## src/hdl/mi4_pkg.sv

```systemverilog
// Shared types, widths and helper functions for the 4x4 matrix inverse.
// No dependencies.
`default_nettype none
package mi4_pkg;
	localparam int ELEM_W    = 32;
	localparam int IDX_W     = 4;
	localparam int MAG_W     = 96;           // adjugate magnitude
	localparam int ADJ_W     = MAG_W + 1;
	localparam int ACC_W     = 98;           // signed adjugate accumulator
	localparam int TERM_W    = 128;
	localparam int DET_W     = 131;
	localparam int NUM_W     = 128;
	localparam int Q_W       = 33;
	localparam int BIT_CNT_W = 7;
	localparam int Q_DEPTH   = 4;
	localparam int Q_PTR_W   = 2;
	localparam logic [2:0] LAST_TERM = 3'd5;
	localparam logic [2:0] NEG_TERM  = 3'd3;
	localparam logic [IDX_W-1:0] LAST_IDX = 4'd15;

	typedef logic signed [ELEM_W-1:0] elem_t;
	typedef logic [IDX_W-1:0] idx_t;

	typedef struct packed {
		idx_t  idx;
		elem_t value;
	} tok_t;

	typedef struct packed {
		logic full;
		logic empty;
	} q_stat_t;

	typedef struct packed {
		logic             neg;
		logic [MAG_W-1:0] mag;
	} adj_t;

	typedef struct packed {
		elem_t value;
		idx_t  idx;
		logic  last;
		logic  sing;
	} res_t;

	function automatic logic [ELEM_W-1:0] mag32(input elem_t v);
		return v[ELEM_W-1] ? ELEM_W'(-v) : ELEM_W'(v);
	endfunction

	// Map a 0..2 position onto 0..3 while skipping one index.
	function automatic logic [1:0] pick(input logic [1:0] n, input logic [1:0] skip);
		return (n >= skip) ? 2'(n + 2'd1) : n;
	endfunction

	// Column taken from minor row n in triple-product term t.
	function automatic logic [1:0] perm_col(input logic [2:0] t, input logic [1:0] n);
		logic [5:0] p;
		case (t)
			3'd0: p = {2'd2, 2'd1, 2'd0};
			3'd1: p = {2'd0, 2'd2, 2'd1};
			3'd2: p = {2'd1, 2'd0, 2'd2};
			3'd3: p = {2'd0, 2'd1, 2'd2};
			3'd4: p = {2'd2, 2'd0, 2'd1};
			3'd5: p = {2'd1, 2'd2, 2'd0};
			default: p = {2'd2, 2'd1, 2'd0};
		endcase
		return p[{n, 1'b0} +: 2];
	endfunction
endpackage
`default_nettype wire

```

## src/hdl/mi4_front.sv

```systemverilog
// Front end: accepts elements, sign-extends each from its low VALUE_WIDTH
// bits and tags it with its row-major position. Depends on mi4_pkg.
`default_nettype none
module mi4_front #(
	parameter int VALUE_WIDTH = 32
) (
	input  wire logic             clk,
	input  wire logic             arst_n,
	input  wire logic             in_valid,
	input  wire mi4_pkg::elem_t   in_value,
	output logic                  in_ready,
	output logic                  push,
	output mi4_pkg::tok_t         push_tok,
	input  wire mi4_pkg::q_stat_t stat
);
	import mi4_pkg::*;

	localparam int EW = (VALUE_WIDTH < ELEM_W) ? VALUE_WIDTH : ELEM_W;
	localparam int SH = ELEM_W - EW;

	idx_t  load_cnt_q;
	elem_t shl;

	assign in_ready = !stat.full;
	assign push     = in_valid && in_ready;
	assign shl      = in_value <<< SH;

	always_comb begin
		push_tok.idx   = load_cnt_q;
		push_tok.value = shl >>> SH;
	end

	always_ff @(posedge clk or negedge arst_n) begin
		if (!arst_n) begin
			load_cnt_q <= '0;
		end else if (push) begin
			load_cnt_q <= load_cnt_q + 4'd1;
		end
	end
endmodule
`default_nettype wire

```

## config.mk

```make
export PLATFORM = sky130hd
export DESIGN_NAME = mi4_front
export DESIGN_NICKNAME = d
export VERILOG_FILES = /design/src/hdl/mi4_pkg.sv /design/src/hdl/mi4_front.sv
export SDC_FILE = /design/constraint.sdc
export NUM_CORES = 1
export LEC_CHECK = 0
export ABC_AREA = 1
export BUFFER_PORTS_ARGS = -buffer_cell sky130_fd_sc_hd__buf_2
export CAP_MARGIN = 15
export CORE_UTILIZATION = 27
export DETAILED_ROUTE_END_ITERATION = 8
export PLACE_DENSITY_LB_ADDON = 0.15
export SLEW_MARGIN = 40
export SYNTH_ARGS = -nofsm -noshare
export SYNTH_HDL_FRONTEND = slang
export SYNTH_SLANG_ARGS = --single-unit
```

## constraint.sdc

```tcl
create_clock -name clk -period 0.94 [get_ports clk]
set_input_delay 0.094 -clock clk [delete_from_list [all_inputs] [get_ports clk]]
set_output_delay 0.094 -clock clk [all_outputs]
set_load 0.02 [all_outputs]
```

======== Word level (Yosys, flattened, before mapping) ========
Index checks and enable logic that the tools add are counted.
operators by class
  reduce and logical (&&, ||, !) cells .... 2
  $add $sub $neg .......................... 1
operator list
  kind                                          count
  adder 4 x 1 -> 4 bit (second input constant)  1
  logical AND 1 bit                             1
  zero test 1 bit                               1
storage, ports and cells
  input port bits ......................... 37
  register bits after elaboration ......... 4

======== Depth between registers and ports, before layout ========
Gate-level depths: netlist of the first run.
  word-level depth ........................ 2
  gate-level depth with buffers ........... 6
  gate-level depth less buffers ........... 6

======== Least setup slack after synthesis of the first run ========
Ideal clock, no wire load.
  path kind ............................... flip-flop to flip-flop
  start ................................... register load_cnt_q[0]
  end ..................................... register load_cnt_q[1]
  library setup time ...................... 0.117 ns
  cell stages (with the launch flop) ...... 4
  data arrival time ....................... 0.861 ns
  data required time ...................... 0.823 ns
  setup slack ............................. -0.038 ns
  path through ............................ dfrtp_1 ha_1 nand2_1 nand2_1
on the way
  cells in the longest elaborated chain, start to end .. 1
ends and longest elaborated chain
  item                      line             RTL
  start: declaration        mi4_front.sv:21  idx_t load_cnt_q;
  start signal: assignment  mi4_front.sv:37  load_cnt_q <= load_cnt_q + 4'd1;
  adder 4 x 1 -> 4 bit      mi4_front.sv:37
Every way passes these cells.
A chain may end at the register's enable or synchronous reset.

======== Worst setup path after layout of the first run ========
Ends and elaborated chain as after synthesis.

==> results of run 1 <==
layout make-up:
| class | instances | area share [%] |
|---|---|---|
| clock buffers | 3 | 7.171 |
| inverters | 4 | 4.781 |
| multi-input cells | 16 | 29.08 |
| flip-flops and latches | 4 | 32.67 |
| well taps | 16 | 6.375 |
| repair buffers | 11 | 19.92 |
worst max-delay path, cell delays in order (launching register included):
cell,delay (ps)
dfrtp_2,410
ha_1,290
nand2_1,70
nand2_1,50
power by group through the flow:
stage	Combinational, mW	Clock, mW	Sequential [mW]
CTS	0.418	0.225	0.347
finish	0.439	0.206	0.340
floorplan	0.365	0	0.448
detailed placement	0.415	0	0.350
global route	0.481	0.225	0.355
global placement	0.410	0	0.346
logic make-up (layout without fill, tap and decap cells):
kind of cell / count (synthesis) / after routing / share of synthesized area, %
buf+inv: 36 / 18 / 57.14
flops: 4 / 4 / 22.41
xor+xnor: 1 / 1 / 1.961
simple gates: 13 / 13 / 14.01
compound gates: 1 / 1 / 1.681
fa+ha+maj: 1 / 1 / 2.801
placed cells by master, fill, tap and decap left out:
master / count
buf_4: 1
nand2_4: 1
dlygate4sd3_1: 1
nor2_1: 1
inv_1: 2
ha_1: 1
nand2_1: 8
dfrtp_2: 2
nand3b_1: 1
inv_2: 2
nand3_1: 2
buf_2: 9
xor2_1: 1
dfrtp_1: 2
clkbuf_4: 3
o21bai_1: 1
per-layer routing:
metal / routed length [um] / global-route usage (%) / vias to the layer above
li1: - / - / 102
met2: 244 / 7.576 / 19
met5: 0 / 0 / -
met3: 108 / 3.404 / 2
met4: 5 / 9.375 / 0
met1: 202 / 5.789 / 90
path summary, 6_finish.rpt:
| kind | startpoint | endpoint | slack, ps | cells past startpoint |
|---|---|---|---|---|
| worst min register to register | load_cnt_q[1] | load_cnt_q[1] | 530 | 2 |
| max in group asynchronous | arst_n | load_cnt_q[0] | 610 | 2 |
| worst max-delay path | load_cnt_q[0] | load_cnt_q[1] | 20 | 3 |
| worst max register to register | load_cnt_q[0] | load_cnt_q[1] | 20 | 3 |
| worst min-delay path | stat[1] | load_cnt_q[0] | 170 | 4 |
| min in group asynchronous | arst_n | load_cnt_q[2] | 200 | 2 |
timing repair:
item,CTS,global route
setup buffers,0,1
hold buffers,1,0
setup endpoints to repair,0,2
hold endpoints to repair,4,0
==> flow_summary.yaml, run 1 <==
timing:
  fmax_mhz: 1085
  clock_skew_ps: 2.351
  fin_tns_setup_ps: 0
  drv_slew: 0
  finalCriticalPeriod_ps: 921.9
  hold_viol: 0
  timing.final.ws_setup_ps: 18.11
  rsz0062_at_grt: "true"
  tightest_slew_ps: 126.2
  post-route-period-util_pct: 98.07
  hold_ws_ps: 169.0
  setup_viol: 0
  max_slew_margin_pct: 91.56
yosys:
  synth_largest_area_cell: "buf_4"
  synth_flop_cell: "dfrtp_1"
  yosysSeqAreaShare_pct: 22.41
  synthTopCellsByCount: "buf_4, nand2_1, dfrtp_1"
  ys_seq_elements: 4
  syn_avg_cell_area_um2: 7.976
  synth-edff-count: 0
  yosys_warnings: 0
  async_flop_share_pct: 100.0
  synth.distinct_cells: 12
  syn_nets: 94
  yosysMostFrequentCell: "buf_4"
  synth_top_area_share_pct: 53.78
  netlist_top_cells_area: "buf_4, dfrtp_1, nand2_1, ha_1, nand2_4"
  syn_area_um2: 446.7
  synth_cells: 56
routing:
  drc: 0
  vias: 213
  drt-pass1-iter-count: 2
  wire_per_inst_um: 10.37
  wl_um: 560
  antenna_left: 0
  drt_iter0_markers: 1
  via_per_inst: 3.944
floorplanning:
  rows: 14
  coreArea_um2: 1524
  io_pins: 75
  fp.dieW_um: 42.68
  fp.dieH_um: 42.68
  dieArea_um2: 1821
  initial_core_util_pct: 29.31
placed_design:
  io_buffers: 9
  place_ws_ps: 14.69
  place_area_um2: 274.0
  post-dp-hpwl_um: 442.4
  gp_routability_congestion: 0.6495
  placed_cells: 49
finish:
  diodes: 0
  final-seq-area_um2: 102.6
  largest_register_ffs: 4
  fill_cells: 183
  multi_input_area_um2: 91.34
  regMostFlops: "load_cnt_q"
  fin_nets: 78
  layoutNonFillerInstCount: 54
  final_util_pct: 20.61
  reg_top3: "load_cnt_q x4"
  design_area_um2: 314.1
  drive_gt1_share_pct: 47.37
  areaGrowthSynthToFinish_pct: -29.69
worst_setup_path:
  crit_path_end_kind: "flop"
  start_kind: "flop"
  critPathArrivalTime_ps: 1040
  crit_required_ps: 1060
  worstSetupPathType: "reg2reg"
  crit_path_max_fanout: 4
run:
  cap_violations: 0
pwr:
  p_int_mw: 0.5852
  p_switching_mw: 0.3998
  seq_power_share_pct: 34.5
  switching_share_pct: 40.59
  max-vdd-ir-drop_mv: 0.7038
  p_leak_nw: 0.1735
  clkPwrFrac_pct: 21.0
  finalPower_mw: 0.9850
  p_per_area_nw_per_um2: 3137
  pwr-share-comb_pct: 44.5
cts:
  cts_tree: "yes"
  ctsResizeCount: 0
  clk_latency_ps: 230
  numCtsBuffers: 3
  clock_path_buffers: 2
  cts_root_buf: "clkbuf_4"
  clock_sinks: 4
  htree_levels: 1
  cts.reportedPaths.clkPinSlew_ps: 40
hold_path:
  worstHoldPathType: "in2reg"
global_routing:
  antenna_found_initial: 0
  grt-ovfl-total: 0
  grt_pass1_vias: 218
  grt_pass1_wl_um: 793
  grt_usage_pct: 6.167
  grt_max_degree: 6
status:
  status: "finished clean"
(Power assumes the default switching activity.)
==> run 2: changes to the inputs <==
--- a/config.mk
+++ b/config.mk
@@ -10,7 +10,7 @@
 export CAP_MARGIN = 15
 export CORE_UTILIZATION = 27
 export DETAILED_ROUTE_END_ITERATION = 8
-export PLACE_DENSITY_LB_ADDON = 0.15
+export PLACE_DENSITY = 0.79
 export SLEW_MARGIN = 40
 export SYNTH_ARGS = -nofsm -noshare
 export SYNTH_HDL_FRONTEND = slang
==> run 2 against run 1 <==
Net effect: the run now ends with setup timing left; worst setup slack got worse by 49 ps; fmax is 5.1% lower; first-iteration DRC count decreased by 100%; combinational power rose by 25%; count of clock-buffer cells in the layout unchanged; routed wire length grew 16%; hold slack lost 20 ps; non-clock buffer count increased by 1; sequential cell count is the same; largest cell class unchanged; highest routed layer unchanged.
==> flow_summary.yaml, run 2 (synthesized netlist as in run 1, its figures left out) <==
finish:
  final_common_cell: "nand2_1"
  fill_cells: 175
  largest_register_ffs: 4
  regMostFlops: "load_cnt_q"
  layoutNonFillerInstCount: 55
  design_area_um2: 337.8
  drive_gt1_share_pct: 48.72
  areaGrowthSynthToFinish_pct: -24.37
  fin_nets: 79
  diodes: 0
  reg_top3: "load_cnt_q x4"
  most-common-layout-cells: "nand2_1, buf_2, clkbuf_4, buf_6"
routing:
  vias: 244
  wl_um: 651
  drt-pass1-iter-count: 1
  drc: 0
  via_per_inst: 4.436
  wire_per_inst_um: 11.84
  drt_iter0_markers: 0
  antenna_left: 0
floorplanning:
  initial_core_util_pct: 29.31
  io_pins: 75
  dieArea_um2: 1821
  rows: 14
  fp.dieW_um: 42.68
  coreArea_um2: 1524
  fp.dieH_um: 42.68
placed_design:
  place_area_um2: 289.0
  post-dp-hpwl_um: 489.7
  placed_cells: 51
  io_buffers: 9
  gp_routability_congestion: 0.7135
  place_ws_ps: 51.76
timing:
  max_slew_margin_pct: 92.74
  post-route-period-util_pct: 103.3
  clock_skew_ps: 1.005
  timing.final.ws_setup_ps: -31.24
  setup_viol: 1
  drv_slew: 0
  fin_tns_setup_ps: -31.24
  hold_viol: 0
  finalCriticalPeriod_ps: 971.2
  fmax_mhz: 1030
  tightest_slew_ps: 108.6
  rsz0062_at_grt: "true"
hold_path:
  worstHoldPathType: "in2reg"
  worstHoldPathCells: 4
  min_from: "stat[1]"
  holdPathEnd: "load_cnt_q[0]"
worst_setup_path:
  critPathArrivalTime_ps: 880
  path_cells: "buf_6 > buf_6"
  crit_path_end_kind: "output pin"
  crit_required_ps: 850
  regToRegSetupSlack_ps: 10
  regToRegEndpoint: "load_cnt_q[1]"
  r2r_cells: 3
  r2r-start: "load_cnt_q[0]"
  worstSetupPathType: "reg2out"
  path_common_cell: "buf_6"
  start_kind: "flop"
  crit_path_max_fanout: 4
  critPathMaxStageDelay_ps: 400
  critical_path.slowest_cell: "dfrtp_2"
cts:
  cts_root_buf: "clkbuf_4"
  numCtsBuffers: 3
  cts_tree: "yes"
  cts.reportedPaths.clkPinSlew_ps: 40
  clock_path_buffers: 2
  clk_latency_ps: 230
  htree_levels: 1
  clock_sinks: 4
pwr:
  p_leak_nw: 0.1834
  finalPower_mw: 1.098
  max-vdd-ir-drop_mv: 1.008
  p_per_area_nw_per_um2: 3251
status:
  status: "finished, violations left"
  violations: "setup timing"
global_routing:
  grt_pass1_vias: 183
  grt_pass1_wl_um: 807
  grt_usage_pct: 6.948
  antenna_found_initial: 0
  grt-ovfl-total: 0
  grt_max_degree: 6
run:
  cap_violations: 0
==> run 2: cell count changes in the layout (fill, tap and decap cells not counted) <==
cell | before | now
buf_2 | 9 | 7
buf_6 | 0 | 3
==> run 2: repair_timing <==
action                                  4_1_cts  5_1_grt
hold buffers                                  1        0
buffers inserted                              0        1
gates resized for setup                       5        0
endpoints found under the setup margin        2        4
hold endpoints to repair                      4        0
pin swaps                                     0        0
==> run 2: critical path, delay by kind of cell, from the launching register on <==
family	cells	cell delay (ps)
buffers and inverters	2	240
DFF	1	400
==> run 2: area by class of cell <==
class                   count  area [um^2]  share of cell area, %
clock buffers               3        22.52                  6.667
inverters                   4        15.01                  4.444
multi-input cells          16        91.34                  27.04
flip-flops and latches      4        102.6                  30.37
well taps                  16        20.02                  5.926
repair buffers             12        86.33                  25.56
==> run 2: worst max path at each step <==
stage | from | endpoint | slack (ps) | depth (start not counted)
global placement | load_cnt_q[0] | load_cnt_q[1] | 60 | 3
floorplan | load_cnt_q[0] | load_cnt_q[1] | -10 | 3
global route | load_cnt_q[1] | push_tok[33] | -60 | 2
detailed placement | load_cnt_q[0] | load_cnt_q[1] | 50 | 3
CTS | load_cnt_q[1] | push_tok[33] | -40 | 2
finish | load_cnt_q[1] | push_tok[33] | -30 | 2
==> run 2: routing by layer <==
metal	vias up	track usage, %	wire [um]
li1	104	-	-
met1	105	7.592	261
met2	21	4.848	231
met3	14	7.234	98
met4	0	10.63	60
met5	-	0	0
==> run 2: per-stage QoR <==
step / hold slack [ps] / util, %
floorplan: -201.6 / -
global placement: -97.95 / 18.97
detailed placement: -93.60 / 18.97
CTS: 140.9 / 21.67
global route: 162.3 / 22.17
finish: 149.3 / 22.17
==> run 2: where the power goes <==
part / internal (mW) / switching, mW
sequential: 0.267 / 0.0729
combinational: 0.263 / 0.285
clock: 0.143 / 0.0682
total: 0.672 / 0.426
