$ cat src/hdl/mi4_pkg.sv
// Shared types, widths and helper functions for the 4x4 matrix inverse.
// No dependencies.
`default_nettype none
package mi4_pkg;
	localparam int ELEM_W    = 32;
	localparam int IDX_W     = 4;
	localparam int MAG_W     = 96;           // adjugate magnitude
	localparam int ADJ_W     = MAG_W + 1;
	localparam int ACC_W     = 98;           // signed adjugate accumulator
	localparam int TERM_W    = 128;
	localparam int DET_W     = 131;
	localparam int NUM_W     = 128;
	localparam int Q_W       = 33;
	localparam int BIT_CNT_W = 7;
	localparam int Q_DEPTH   = 4;
	localparam int Q_PTR_W   = 2;
	localparam logic [2:0] LAST_TERM = 3'd5;
	localparam logic [2:0] NEG_TERM  = 3'd3;
	localparam logic [IDX_W-1:0] LAST_IDX = 4'd15;

	typedef logic signed [ELEM_W-1:0] elem_t;
	typedef logic [IDX_W-1:0] idx_t;

	typedef struct packed {
		idx_t  idx;
		elem_t value;
	} tok_t;

	typedef struct packed {
		logic full;
		logic empty;
	} q_stat_t;

	typedef struct packed {
		logic             neg;
		logic [MAG_W-1:0] mag;
	} adj_t;

	typedef struct packed {
		elem_t value;
		idx_t  idx;
		logic  last;
		logic  sing;
	} res_t;

	function automatic logic [ELEM_W-1:0] mag32(input elem_t v);
		return v[ELEM_W-1] ? ELEM_W'(-v) : ELEM_W'(v);
	endfunction

	// Map a 0..2 position onto 0..3 while skipping one index.
	function automatic logic [1:0] pick(input logic [1:0] n, input logic [1:0] skip);
		return (n >= skip) ? 2'(n + 2'd1) : n;
	endfunction

	// Column taken from minor row n in triple-product term t.
	function automatic logic [1:0] perm_col(input logic [2:0] t, input logic [1:0] n);
		logic [5:0] p;
		case (t)
			3'd0: p = {2'd2, 2'd1, 2'd0};
			3'd1: p = {2'd0, 2'd2, 2'd1};
			3'd2: p = {2'd1, 2'd0, 2'd2};
			3'd3: p = {2'd0, 2'd1, 2'd2};
			3'd4: p = {2'd2, 2'd0, 2'd1};
			3'd5: p = {2'd1, 2'd2, 2'd0};
			default: p = {2'd2, 2'd1, 2'd0};
		endcase
		return p[{n, 1'b0} +: 2];
	endfunction
endpackage
`default_nettype wire

$ cat src/hdl/mi4_queue.sv
// Short token queue between the front end and the compute engine.
// Depends on mi4_pkg.
`default_nettype none
module mi4_queue (
	input  wire logic          clk,
	input  wire logic          arst_n,
	input  wire logic          push,
	input  wire mi4_pkg::tok_t push_tok,
	input  wire logic          pop,
	output mi4_pkg::tok_t      head,
	output mi4_pkg::q_stat_t   stat
);
	import mi4_pkg::*;

	tok_t               mem_q [Q_DEPTH];
	logic [Q_PTR_W-1:0] wptr_q;
	logic [Q_PTR_W-1:0] rptr_q;
	logic [Q_PTR_W:0]   cnt_q;

	assign head       = mem_q[rptr_q];
	assign stat.full  = (cnt_q == (Q_PTR_W+1)'(Q_DEPTH));
	assign stat.empty = (cnt_q == '0);

	always_ff @(posedge clk) begin
		if (push) begin
			mem_q[wptr_q] <= push_tok;
		end
	end

	always_ff @(posedge clk or negedge arst_n) begin
		if (!arst_n) begin
			wptr_q <= '0;
			rptr_q <= '0;
			cnt_q  <= '0;
		end else begin
			if (push) begin
				wptr_q <= wptr_q + 1'b1;
			end
			if (pop) begin
				rptr_q <= rptr_q + 1'b1;
			end
			cnt_q <= cnt_q + (Q_PTR_W+1)'(push) - (Q_PTR_W+1)'(pop);
		end
	end
endmodule
`default_nettype wire

$ cat config.mk
export PLATFORM = sky130hd
export DESIGN_NAME = mi4_queue
export DESIGN_NICKNAME = d
export VERILOG_FILES = /design/src/hdl/mi4_pkg.sv /design/src/hdl/mi4_queue.sv
export SDC_FILE = /design/constraint.sdc
export NUM_CORES = 1
export LEC_CHECK = 0
export BUFFER_PORTS_ARGS = -buffer_cell sky130_fd_sc_hd__buf_4
export CAP_MARGIN = 20
export CORE_MARGIN = 1
export CORE_UTILIZATION = 35
export DETAILED_ROUTE_END_ITERATION = 16
export HOLD_SLACK_MARGIN = 0.12
export SLEW_MARGIN = 20
export SYNTH_ARGS = -nofsm -noshare
export SYNTH_HDL_FRONTEND = slang
export SYNTH_SLANG_ARGS = --single-unit
$ cat constraint.sdc
create_clock -name clk -period 3 [get_ports clk]
set_input_delay 0.3 -clock clk [delete_from_list [all_inputs] [get_ports clk]]
set_output_delay 0.3 -clock clk [all_outputs]
set_load 0.01 [all_outputs]
; ---- After elaboration in Yosys (flattened, before gate mapping)
; Memory sizes are Yosys's and may differ from the RTL's.
; Index checks and enable logic that the tools add are counted.
[totals]
ff_bits = 7
ram_bits = 144
output_inout_bits = 38
mem_count = 1
[classes]
n_addsub = 4
n_eq_ne = 1
n_mux = 2
reduce_logical = 1
[mem_list]
columns = name, depth, width, read_ports, rd_clocked_by_memory_dff, write_ports, line_no
row1 = mem_q, 4, 36, 1, 0, 1, mi4_queue.sv:15  ; tok_t mem_q [Q_DEPTH];
[ops]
columns = op, n
row1 = "adder 2 x 1 -> 2 bit, second input constant", 2
row2 = adder 3 x 1 -> 3 bit, 1
row3 = "== test 3 bit, second input constant", 1
row4 = zero test 3 bit, 1
row5 = subtractor 3 x 1 -> 3 bit, 1
row6 = 2-to-1 mux 1 bit, 2

; ---- Logic depth before layout (Yosys ltp)
; Gate-level depths: netlist of run 1.
[logic_depth]
depth_word = 2
depth_mapped = 6
ltp_nobuf = 6

; ---- Least setup slack after synthesis of run 1
; OpenSTA, ideal clock, no wires.
[synth_path]
kind = register to register
start = reg wptr_q[0]
end = mem mem_q[0][0] (netlist name), enable pin
setup_ns = 0.397
arrival_time_ns = 1.499
t_required_ns = 2.603
slack_ns = 1.104
stages_incl_launch_ff = 4
n_path_buf = 0
path_cell_list = dfrtp_1 -> inv_1 -> ha_1 -> and2_1
[synth_rtl]
columns = item, line_no
row1 = start: declaration, mi4_queue.sv:16  ; logic [Q_PTR_W-1:0] wptr_q;
row2 = start signal: assignment, mi4_queue.sv:37  ; wptr_q <= wptr_q + 1'b1;
row3 = end: declaration, mi4_queue.sv:15
; Straight into the memory's write port.

==> run_results.csv, run 1 <==
group,metric,value,unit
cts,cts_buffer_depth,2,
worst_setup_path,critPathMaxStageDelay,0.56,ns
power_and_ir_drop,max-vdd-ir-drop,580,uV
worst_setup_path,reg2regPathDepth,4,
sta,finClkSkew,0.00783,ns
yosys,ys_ff_latch,151,
sta,worstMarginPinSlew,0.414,ns
sta,post-route-period-util,0.747,
yosys,syn-num-nets,269,
yosys,yosysTopAreaCell,"edfxtp_1",
cts,clock-sinks,151,
sta,fin_crit,2.24,ns
global_route,track_usage,0.139,
final_layout,layout_common_cells,"144 x edfxtp_1, 88 x buf_4, 39 x dlygate4sd3_1",
global_route,grt_start_max_net_pins,26,
final_layout,syn_to_final_growth,33.5,%
status,status,"completed",
worst_setup_path,start_kind,"register",
final_layout,multi_input_area,1000,um^2
final_layout,antenna_cells,0,
floorplanning,die_area,16500,um^2
cts,clk_pin_slew,0.06,ns
global_route,overflow,0,
drt,drt_iter0_markers,159,
power_and_ir_drop,p_per_area,969,nW/um^2
floorplanning,rows,45,
yosys,syn_area,5600,um^2
global_route,first_global_vias,3021,
yosys,syn_area_per_cell,25.2,um^2
cts,cts_tree,"yes",
cts,clk_latency,0.42,ns
place,numPortBuffers,77,
final_layout,ff_latch_area,4500,um^2
sta,hold_violations,0,
sta,tns,0,ns
drt,ant_nets,0,
place,preCtsSetupSlack,1.16,ns
sta,grt_setup_unrepaired,"no",
final_layout,final_common_cell,"edfxtp_1",
worst_setup_path,crit_family,"multiplexers",
worst_setup_path,arrival,1.94,ns
cts,clockRootBuffer,"clkbuf_16",
worst_setup_path,crit_path_max_fanout,25,
floorplanning,ioPinCount,78,
cts,numCtsBuffers,17,
worst_setup_path,slowest_stage,"mux4_2",
final_layout,stdcell_count,584,
floorplanning,chipHeight,128,um
sta,max_slew_margin,0.724,
worst_setup_path,crit_buf_inv,2,
place,placedCellCount,514,
worst_setup_path,r2r_start,"wptr_q[0]",
drt,dr.pass1.iters,5,
floorplanning,core,15400,um^2
place,dpl.hpwl,6410,um
yosys,synthesis.instances,222,
floorplanning,die_x,128,um
yosys,synth.area.top_cells,"edfxtp_1 77%, mux4_2 14%, dfrtp_1 3.1%, ha_1 1.3%, buf_12 0.72%",
global_route,antenna_found_initial,0,
yosys,yosys.area.top_type_share,0.772,
yosys,synth_warnings,0,
sta,fmax,0.446,GHz
worst_setup_path,crit_required,2.70,ns
yosys,synth_cell_types,17,
drt,route.detailed.drc,0,
drt,num_vias,2729,
drt,wire_per_inst,17.5,um
worst_setup_path,crit_chain,"buf_12, mux4_2, buf_4",
final_layout,drive_above_1_share,0.416,
floorplanning,initial_core_util,0.363,
place,place.gp.congestion,0.650,
worst_setup_path,r2r_slack,1.35,ns
drt,drt_wl_total,10200,um
sta,fin_ws,0.759,ns
sta,slew_viol_final,0,
worst_setup_path,endpoint_kind,"output pin",
global_route,grt_pass1_wl,16300,um
yosys,ys_seq_area_frac,0.804,
job,max-cap-violations,0,
final_layout,final_nets,408,
worst_setup_path,timing.rr.end,"mem_q[0][23]",
drt,avgViaCountPerCell,4.67,
sta,finalSetupViolations,0,
power_and_ir_drop,p_leak,2.65,nW
hold_path,hp-class,"input pin to asynchronous set/reset pin",
worst_setup_path,critPathKind,"register to output pin",
cts,h-tree-depth,4,
final_layout,fillCellCount,1310,
layout make-up:
type / instances / area share
inverter: 6 / 0.00301
clock buffer: 18 / 0.0574
multi-input combinational: 57 / 0.134
tap: 211 / 0.0353
sequential: 151 / 0.602
clock inverter: 13 / 0.0248
timing repair buffer: 128 / 0.143
layer usage:
metal / vias to the layer above / share of wire / track usage
met5: - / 0 / 0
met4: 0 / 0.016 / 0.0602
met3: 21 / 0.044 / 0.0457
met2: 73 / 0.50 / 0.224
met1: 1429 / 0.44 / 0.171
li1: 1206 / - / -
state kept, by name, indices dropped and copies added, names as in the netlist:
signal  flops
cnt_q       3
mem_q     144
rptr_q      2
wptr_q      2
kinds of logic after synthesis:
kind of cell / share of synthesized area
flops: 0.804
simple gates: 0.00782
fa+ha+maj: 0.0170
buf+inv: 0.0181
compound gates: 0.000893
xor+xnor: 0.00782
mux: 0.145
how the worst max path moves through the flow:
stage	cells after the start	startpoint	end	slack, ns
floorplan	3	wptr_q[0]	mem_q[0][0]	1.10
global placement	3	rptr_q[0]	head[26]	1.18
detailed placement	3	rptr_q[0]	head[26]	1.16
CTS	3	rptr_q[0]	head[29]	0.71
global route	3	rptr_q[0]	head[28]	0.66
finish	3	rptr_q[0]	head[29]	0.76
per-stage QoR:
step | area (um^2) | total power (W) | hold slack, ns | utilization
2_1_floorplan | 5600 | 0.00419 | 0.00441 | -
4_1_cts | 7480 | 0.00737 | 0.218 | 0.485
3_3_place_gp | 6470 | 0.00506 | 0.128 | 0.420
6_report | 7480 | 0.00724 | 0.236 | 0.485
3_5_place_dp | 6470 | 0.00510 | 0.130 | 0.420
5_1_grt | 7480 | 0.00760 | 0.233 | 0.485
report_power, final:
group	switching, W	leakage (nW)	internal (W)	total, W
clock	0.000776	0.295	0.00145	0.00223
combinational	0.000972	0.956	0.00111	0.00208
sequential	0.000169	1.40	0.00277	0.00294
total	0.00192	2.65	0.00533	0.00724
what timing repair did:
action	4_1_cts	5_1_grt
buffers inserted	0	0
hold endpoints to repair	153	0
hold buffers	39	0
resized for setup	0	0
Yosys cell counts:
cell type / number
and2_1: 4
edfxtp_1: 144
dfrtp_1: 7
nand2_1: 2
buf_4: 1
xor2_1: 3
and3_1: 1
xnor2_1: 2
buf_6: 1
o21ai_0: 1
fa_1: 1
buf_12: 2
nor3_1: 1
ha_1: 6
buf_2: 4
inv_1: 6
mux4_2: 36
No activity file was read; power rests on OpenSTA's default activity.
==> inputs of run 2 (changes only) <==
==> constraint.sdc (replaced) <==
create_clock -name clk -period 2.34 [get_ports clk]
set_input_delay 0.234 -clock clk [delete_from_list [all_inputs] [get_ports clk]]
set_output_delay 0.234 -clock clk [all_outputs]
set_load 0.01 [all_outputs]
==> run 2 against run 1 <==
Die area unchanged; hold slack worse by 0.061 ns; sequential power up 26%; cell area down 1.0%; critical path depth unchanged; combinational power up 34%; register-to-register slack worse by 0.62 ns; via count down 3.9%; total power up 22%; critical endpoint is now head[28]; wire length down 2.8%.
==> run_results.csv, run 2 (same netlist as run 1, synthesis figures left out) <==
group,metric,value,unit
sta,tns,0,ns
drt,num_vias,2622,
place,numPortBuffers,77,
power_and_ir_drop,p_per_area,1190,nW/um^2
final_layout,largest_registers,"mem_q: 144 flops, cnt_q: 3 flops",
global_route,antenna_found_initial,0,
drt,wire_per_inst,17.1,um
global_route,first_global_vias,2799,
drt,avgViaCountPerCell,4.51,
final_layout,syn_to_final_growth,32.2,%
cts,numCtsBuffers,17,
cts,clk_latency,0.41,ns
cts,cts_tree,"yes",
cts,h-tree-depth,4,
drt,ant_nets,0,
drt,route.detailed.drc,0,
final_layout,top_register,"mem_q",
floorplanning,core,15400,um^2
worst_setup_path,crit_path_max_fanout,26,
power_and_ir_drop,max-vdd-ir-drop,566,uV
worst_setup_path,endpoint_kind,"output pin",
sta,finClkSkew,0.00749,ns
place,place.gp.congestion,0.623,
cts,clockRootBuffer,"clkbuf_16",
worst_setup_path,crit_required,2.11,ns
floorplanning,initial_core_util,0.363,
power_and_ir_drop,p_sw,0.00240,W
worst_setup_path,critPathKind,"register to output pin",
sta,post-route-period-util,0.866,
global_route,track_usage,0.132,
drt,dr.pass1.iters,4,
hold_path,hp-class,"input pin to asynchronous set/reset pin",
sta,slew_viol_final,0,
power_and_ir_drop,pwr-share-clk,0.268,
cts,clk_pin_slew,0.06,ns
final_layout,layout_common_cells,"144 x edfxtp_1, 80 x buf_4, 39 x dlygate4sd3_1",
status,status,"completed",
floorplanning,ioPinCount,78,
floorplanning,die_area,16500,um^2
drt,drt_iter0_markers,196,
global_route,grt_pass1_wl,15400,um
final_layout,largest_register_ffs,144,
job,max-cap-violations,0,
sta,fin_ws,0.313,ns
final_layout,final_common_cell,"edfxtp_1",
final_layout,fillCellCount,1332,
final_layout,antenna_cells,0,
power_and_ir_drop,p_seq_frac,0.418,
place,placedCellCount,510,
global_route,overflow,0,
sta,hold_violations,0,
place,place_area,6490,um^2
power_and_ir_drop,swShare,0.272,
drt,drt_wl_total,9930,um
power_and_ir_drop,p_leak,2.61,nW
sta,finalSetupViolations,0,
sta,worstMarginPinSlew,0.428,ns
sta,fmax,0.493,GHz
floorplanning,chipHeight,128,um
floorplanning,die_x,128,um
cts,clock-sinks,151,
sta,fin_crit,2.03,ns
worst_setup_path,slowest_stage,"mux4_2",
final_layout,drive_above_1_share,0.408,
final_layout,fin_area,7400,um^2
sta,max_slew_margin,0.715,
place,preCtsSetupSlack,0.717,ns
worst_setup_path,start_kind,"register",
global_route,grt_start_max_net_pins,37,
place,dpl.hpwl,6020,um
floorplanning,rows,45,
power_and_ir_drop,p_int,0.00643,W
worst_setup_path,arrival,1.79,ns
sta,grt_setup_unrepaired,"no",
worst_setup_path,critPathMaxStageDelay,0.58,ns
cts,cts_buffer_depth,2,
power_and_ir_drop,pwr-share-comb,0.314,
cts,cts_resized,0,
final_layout,stdcell_count,581,
final_layout,final_nets,404,
worst_setup_path,crit_chain,"buf_12, mux4_2, buf_4",
==> run 2: cell count changes in the layout (fill, tap and decap cells not counted), sizes merged <==
cell	previous run	this run
buf	89	85
bufinv	5	0
clkbuf	18	27
clkinv	7	5
clkinvlp	1	0
==> run 2: area by class of cell <==
type | instances | area, um^2 | share of cell area
clock inverters | 5 | 23.8 | 0.00321
flip-flops and latches | 151 | 4500 | 0.608
well taps | 211 | 264 | 0.0357
repair buffers | 124 | 1090 | 0.147
multi-input cells | 57 | 1000 | 0.136
inverters | 6 | 22.5 | 0.00304
clock buffers | 27 | 493 | 0.0666
==> run 2: timing repair <==
action | 4_1_cts | 5_1_grt
endpoints found under the setup margin | 0 | 0
hold endpoints to repair | 156 | 0
hold buffers | 39 | 0
buffers inserted | 0 | 0
==> run 2: per-stage QoR <==
| step | hold WS [ns] | util | power, W |
|---|---|---|---|
| CTS | 0.155 | 0.480 | 0.00898 |
| global route | 0.161 | 0.480 | 0.00927 |
| global placement | 0.0586 | 0.421 | 0.00651 |
| floorplan | -0.0616 | - | 0.00538 |
| finish | 0.175 | 0.480 | 0.00883 |
| detailed placement | 0.0588 | 0.421 | 0.00654 |
==> run 2: final timing paths <==
kind,start,cells past startpoint,to,slack (ns)
max,rptr_q[0],3,head[28],0.31
min,arst_n,2,wptr_q[1],0.17
max reg2reg,wptr_q[0],4,mem_q[2][5],0.73
min reg2reg,wptr_q[0],1,wptr_q[0],0.54
max in group asynchronous,arst_n,2,rptr_q[0],2.02
min in group clk,wptr_q[0],1,wptr_q[0],0.54
==> run 2: metal layers <==
layer | vias to the layer above | part of all wire | GRT usage
met2 | 66 | 0.49 | 0.212
met3 | 13 | 0.039 | 0.0387
li1 | 1198 | - | -
met4 | 0 | 0.017 | 0.0602
met5 | - | 0 | 0
met1 | 1345 | 0.45 | 0.165
==> run 2: power groups by stage <==
stage / Clock, W / Combinational, W / Sequential [W]
detailed placement: 0 / 0.00279 / 0.00374
global placement: 0 / 0.00279 / 0.00372
floorplan: 0 / 0.00167 / 0.00370
finish: 0.00237 / 0.00278 / 0.00369
global route: 0.00253 / 0.00301 / 0.00373
CTS: 0.00243 / 0.00287 / 0.00369
==> run 2: critical path, delay by kind of cell, from the launching register on <==
family	cells	cell delay, ns
mux	1	0.58
flops	1	0.38
buf+inv	2	0.41
